**config.mk**
```make
export PLATFORM = sky130hd
export DESIGN_NAME = ctcsd_ctrl
export DESIGN_NICKNAME = d
export VERILOG_FILES = /design/src/hdl/ctcsd_pkg.sv /design/src/hdl/ctcsd_ctrl.sv
export SDC_FILE = /design/constraint.sdc
export NUM_CORES = 1
export LEC_CHECK = 0
export ABC_AREA = 1
export BUFFER_PORTS_ARGS = -buffer_cell sky130_fd_sc_hd__buf_2
export CAP_MARGIN = 0
export CORE_AREA = 2 2 39 41
export CTS_BUF_LIST = sky130_fd_sc_hd__clkbuf_4 sky130_fd_sc_hd__clkbuf_8
export DETAILED_ROUTE_END_ITERATION = 6
export DIE_AREA = 0 0 41 43
export PLACE_DENSITY = 0.49
export SETUP_SLACK_MARGIN = 0.1
export SLEW_MARGIN = 15
export SYNTH_ARGS = -nofsm -noshare
export SYNTH_HDL_FRONTEND = slang
export SYNTH_SLANG_ARGS = --single-unit
```
**constraint.sdc**
```tcl
create_clock -name clk -period 1.2 [get_ports clk]
set_input_delay 0 -clock clk [delete_from_list [all_inputs] [get_ports clk]]
set_output_delay 0 -clock clk [all_outputs]
set_load 0.01 [all_outputs]
```
**src/hdl/ctcsd_pkg.sv**
```systemverilog
// ctcsd_pkg: shared types, constants and table functions of the ctc subblock deinterleaver
// used by the channel interfaces, the controller, the datapath and the top level
// no dependencies
package ctcsd_pkg;

  localparam int SLOT_BITS     = 48;
  localparam int SLOT_HALF     = SLOT_BITS / 2;
  localparam int SUBBLOCKS     = 6;
  localparam int DEF_MAX_SLOTS = 10;
  localparam int DEF_LLR_WIDTH = 8;

  localparam int NUM_SLOTS_W = 4;
  localparam int RPS_W       = 8;
  localparam int CFG_IDX_W   = 2;
  localparam int CFG_DATA_W  = 8;

  localparam logic [NUM_SLOTS_W-1:0] NUM_SLOTS_RESET = NUM_SLOTS_W'(1);
  localparam logic [NUM_SLOTS_W-1:0] FORBIDDEN_SLOTS = NUM_SLOTS_W'(7);
  localparam logic [RPS_W-1:0]       RPS_RESET       = RPS_W'(96);
  localparam logic [RPS_W-1:0]       RPS_LIMIT       = RPS_W'(3 * SLOT_BITS);

  // permutation generator widths
  localparam int KQ_W  = 7;
  localparam int KJ_W  = 2;
  localparam int M_W   = 3;
  localparam int J_W   = 3;
  localparam int T_W   = 9;
  localparam int BLK_W = 3;

  localparam logic [BLK_W-1:0] BLK_WRAP = BLK_W'(SUBBLOCKS);
  localparam logic [BLK_W-1:0] BLK_LAST = BLK_W'(SUBBLOCKS - 1);

  typedef enum logic [CFG_IDX_W-1:0] {
    CFG_NUM_SLOTS = 2'd0,
    CFG_RECEIVED  = 2'd1
  } cfg_reg_t;

  typedef enum logic {
    MODE_LOAD = 1'b0,
    MODE_PULL = 1'b1
  } mode_t;

  typedef enum logic [2:0] {
    S_INIT,
    S_BUILD,
    S_SPLIT,
    S_IDLE,
    S_PERM,
    S_DELIVER
  } state_t;

  typedef struct packed {
    logic cfg_write;
    logic init;
    logic build;
    logic split;
    logic load;
    logic pull;
    logic fetch;
    logic deliver;
  } ctcsd_cmd_t;

  typedef struct packed {
    logic rebuild_req;
    logic build_done;
    logic split_done;
  } ctcsd_status_t;

  function automatic logic [M_W-1:0] perm_m(input logic [NUM_SLOTS_W-1:0] n);
    logic [M_W-1:0] m;
    unique case (n)
      4'd1:    m = 3'd3;
      4'd2:    m = 3'd4;
      4'd3:    m = 3'd5;
      4'd4:    m = 3'd5;
      4'd5:    m = 3'd6;
      4'd6:    m = 3'd6;
      4'd8:    m = 3'd6;
      4'd9:    m = 3'd6;
      4'd10:   m = 3'd7;
      default: m = 3'd3;
    endcase
    return m;
  endfunction

  function automatic logic [J_W-1:0] perm_j(input logic [NUM_SLOTS_W-1:0] n);
    logic [J_W-1:0] j;
    unique case (n)
      4'd5:    j = 3'd2;
      4'd9:    j = 3'd4;
      4'd10:   j = 3'd2;
      default: j = 3'd3;
    endcase
    return j;
  endfunction

  // reverse the low m bits of v (v below 2^m)
  function automatic logic [KQ_W-1:0] bitrev(input logic [KQ_W-1:0] v,
                                             input logic [M_W-1:0] m);
    logic [KQ_W-1:0] r;
    for (int b = 0; b < KQ_W; b++) begin
      r[KQ_W-1-b] = v[b];
    end
    return r >> (M_W'(KQ_W) - m);
  endfunction

  function automatic logic slots_ok(input logic [NUM_SLOTS_W-1:0] v, input int max_slots);
    return (v != '0) && (int'(v) <= max_slots) && (v != FORBIDDEN_SLOTS);
  endfunction

endpackage

```
**src/hdl/ctcsd_ctrl.sv**
```systemverilog
// ctcsd_ctrl: controller state machine of the ctc subblock deinterleaver
// sequences table rebuild, loads and pulls, owns the handshakes and result valid
// depends on ctcsd_pkg
module ctcsd_ctrl (
  input  logic                     clk,
  input  logic                     rst,
  input  logic                     items_valid,
  input  logic                     items_mode,
  output logic                     items_ready,
  input  logic                     cfg_valid,
  output logic                     cfg_ready,
  input  logic                     results_ready,
  output logic                     results_valid,
  input  ctcsd_pkg::ctcsd_status_t status,
  output ctcsd_pkg::ctcsd_cmd_t    cmd
);
  import ctcsd_pkg::*;

  state_t state;
  state_t state_next;
  logic   results_valid_next;
  logic   item_acc;
  logic   out_free;

  assign out_free = !results_valid || results_ready;

  always_ff @(posedge clk) begin
    if (rst) begin
      state         <= S_INIT;
      results_valid <= 1'b0;
    end else begin
      state         <= state_next;
      results_valid <= results_valid_next;
    end
  end

  // outputs
  always_comb begin
    cfg_ready   = (state == S_IDLE);
    items_ready = (state == S_IDLE) && !cfg_valid;
    item_acc    = items_valid && items_ready;
    cmd           = '0;
    cmd.cfg_write = cfg_valid && cfg_ready;
    cmd.init      = (state == S_INIT);
    cmd.build     = (state == S_BUILD);
    cmd.split     = (state == S_SPLIT);
    cmd.load      = item_acc && (items_mode == MODE_LOAD);
    cmd.pull      = item_acc && (items_mode == MODE_PULL);
    cmd.fetch     = (state == S_PERM);
    cmd.deliver   = (state == S_DELIVER) && out_free;
    results_valid_next = cmd.deliver || (results_valid && !results_ready);
  end

  // next state
  always_comb begin
    state_next = state;
    unique case (state)
      S_INIT:    state_next = S_BUILD;
      S_BUILD:   if (status.build_done) state_next = S_SPLIT;
      S_SPLIT:   if (status.split_done) state_next = S_IDLE;
      S_IDLE: begin
        priority if (status.rebuild_req) state_next = S_INIT;
        else if (item_acc && (items_mode == MODE_PULL)) state_next = S_PERM;
        else state_next = S_IDLE;
      end
      S_PERM:    state_next = S_DELIVER;
      S_DELIVER: if (out_free) state_next = S_IDLE;
      default:   state_next = S_INIT;
    endcase
  end

endmodule

```
==> impl_results.md <==
* Status: finished, final reports clean
* Routed wl met2 at 398 um
* Netlist Area Pre-Place at 298 um2
* Area Growth Syn to Fin at 80.7%
* Fin. max-slew vios at 0
* Initial cell density of the core at 0.215
* Clock latency on the worst-skew pair at 0.23 ns
* Cells after Synth at 52
* Ys Warns at 0
* DRC at 0
* Crit path from: state[0]$_SDFFE_PP0P_
* Antenna violations before repair at 0
* Synthesized area per cell at 5.73 um2
* Worst Hold Class: primary input to flip-flop
* Min Tclk post-route at 1.09 ns
* Cell Pwr Density at 1110 nW/um2
* Max-Cap Viols at 0
* RSZ-0062 raised after global routing: yes
* Final worst-path cycle share at 0.912
* Final #Nets at 87
* Crit-path max FO at 5
* H-tree levels at 1
* Wirelength, routed at 778 um
* Critical Path Sink Type: output pin
* VDD IR max at 0.000528 V
* # rows at 14
* FF+latch count, synth at 4
* Xor/xnor share of the synthesized area at 0
* Sequential fraction of the synthesis area at 0.269
* Via count at 383
* First-pass GRT wire length at 1190 um
* Async SR Flop Fraction at 0
* All-Layer GR Usage at 0.101
* Reg2reg start: state[1]$_SDFFE_PP0P_
* Commonest cells post-synth: 12 x nand2_1, 12 x nor2_1, 8 x inv_1
* Final setup vio count at 0
* Setup Skew at 0.00442 ns
* Min Hold Slack at 0.103 ns
* Synth Area in Adders at 0
* Wirelength per Cell at 8.46 um
* GP Congestion at 0.666
* Setup CP Type: flip-flop to output pin
* Clock transition at path regs at 0.04 ns
* CTS tree: built
* Met3 Routed Length at 61 um
* R2r setup slk at 0.12 ns
* Wl on met1 at 318 um
* Detailed Routing Iterations Pass 1 at 3
* Fmax at 913 MHz
* Share of post-route cells with drive strength above 1 at 0.592
* Num CTS Buffers at 3
* Ports at 20
* Clock root cell: clkbuf_4
* Critical Path AT at 1.09 ns
* CORE AREA at 1380 um2
* Fin. Hold Viols at 0
* Antenna diode count at 0
* Final ANT Viol Nets at 0
* FF-to-FF path depth at 7
* Syn nets at 61
* Simple-Gate Fraction of Synth Area at 0.534
* CTS Buffer Depth at 2
* Gr ovfl total at 0
* Synth cell types at 13
* Main combinational cell family by area after synthesis: simple AND/OR/NAND/NOR gates
* Die W at 41 um
* Final core occ at 0.389
* DP HPWL at 629 um
* Compound-Gate Fraction of Synth Area at 0.0840
* Largest net degree at the start of global routing at 8
* Slew margin rel. at 0.899
* Vias in the first global route at 330
* DR vias/cell at 4.16
* Port Buf Inserts at 19
* Mux cell area share after synthesis at 0
* Worst EP required at 1.20 ns
* Post-synth top area share at 0.269
* Area leader, netlist: dfxtp_1
* Cell leakage power at 0.294 nW
* Worst slew pin tran at 0.151 ns
* EDFF count, synth at 0
* Setup TNS at 0 ns
* Hold depth at 3
* Critical Path Start Type: flip-flop
* Die area at 1760 um2
* Top_reg_cell synth: dfxtp_1
* Highest routed layer: met3
* Die span in y at 43 um
* Top cells by area, synth: dfxtp_1 27%, nand2_1 15%, nor2_1 15%
* Worst Hold Launch: status[0]
* Iteration-0 DRC Markers at 4
* # clock sinks at 4
==> sequential cells by signal, indices dropped and copies added (netlist names) <==
signal / count
state: 3
results_valid: 1
==> logic make-up (layout without fill, tap and decap cells) <==
family / count (synthesis) / in the layout
buffers and inverters: 9 / 33
AO/OA/AOI/OAI: 5 / 5
AND/OR/NAND/NOR: 34 / 34
flip-flops: 4 / 4
==> metal layers <==
layer  up-vias  GRT usage
met5         -          0
met4         0     0.0600
met3         0     0.0524
met2         8      0.153
met1       163      0.106
li1        212          -
==> per-stage QoR <==
stage	area (um2)	instances	worst slack, ns	total power (W)
after detailed placement	413	87	0.0417	0.000362
final	538	92	0.105	0.000597
after global placement	413	87	0.0479	0.000365
after global routing	538	92	0.0305	0.000646
after CTS	498	92	0.0867	0.000569
after floorplan	298	52	0.105	0.000296
==> final timing paths <==
check                                           endpoint
worst max-delay path                              cmd[0]
worst min-delay path               state[1]$_SDFFE_PP0P_
worst max register to register     state[0]$_SDFFE_PP0P_
worst min register to register  results_valid$_SDFF_PP0_
==> cell usage in the layout (no fill, tap or decap), drive strengths merged <==
master,count
clkbuf,3
nand4,1
nand3,1
dfxtp,4
nand2,14
a21oi,4
nor2,15
nand3b,2
buf,20
nor3,1
inv,9
dlygate4sd3,1
o21ai,1
==> worst max-delay path, stage by stage, from the launching register on <==
cell	delay (ns)
dfxtp_4	0.38
inv_4	0.05
nor2_4	0.13
nand2_4	0.08
a21oi_2	0.09
buf_2	0.13
==> power breakdown <==
group,internal (W),switching [W]
clock,0.000111,0.0000473
combinational,0.000108,0.000133
sequential,0.000155,0.0000415
==> layout make-up <==
class / instances / area (um2)
Clock buffer: 3 / 22.5
Fill cell: 148 / 846
Inverter: 9 / 38.8
Multi-Input combinational cell: 39 / 240
Sequential cell: 4 / 91.3
Tap cell: 16 / 20.0
Timing Repair Buffer: 21 / 125
==> repair_timing <==
action                                  CTS  global route
hold endpoints to repair                  3             0
pin swaps                                 3             7
endpoints found under the setup margin   10             8
hold buffers                              1             0
resized for setup                        16            12
buffers inserted                          1             0
No activity file was read; power rests on OpenSTA's default activity.
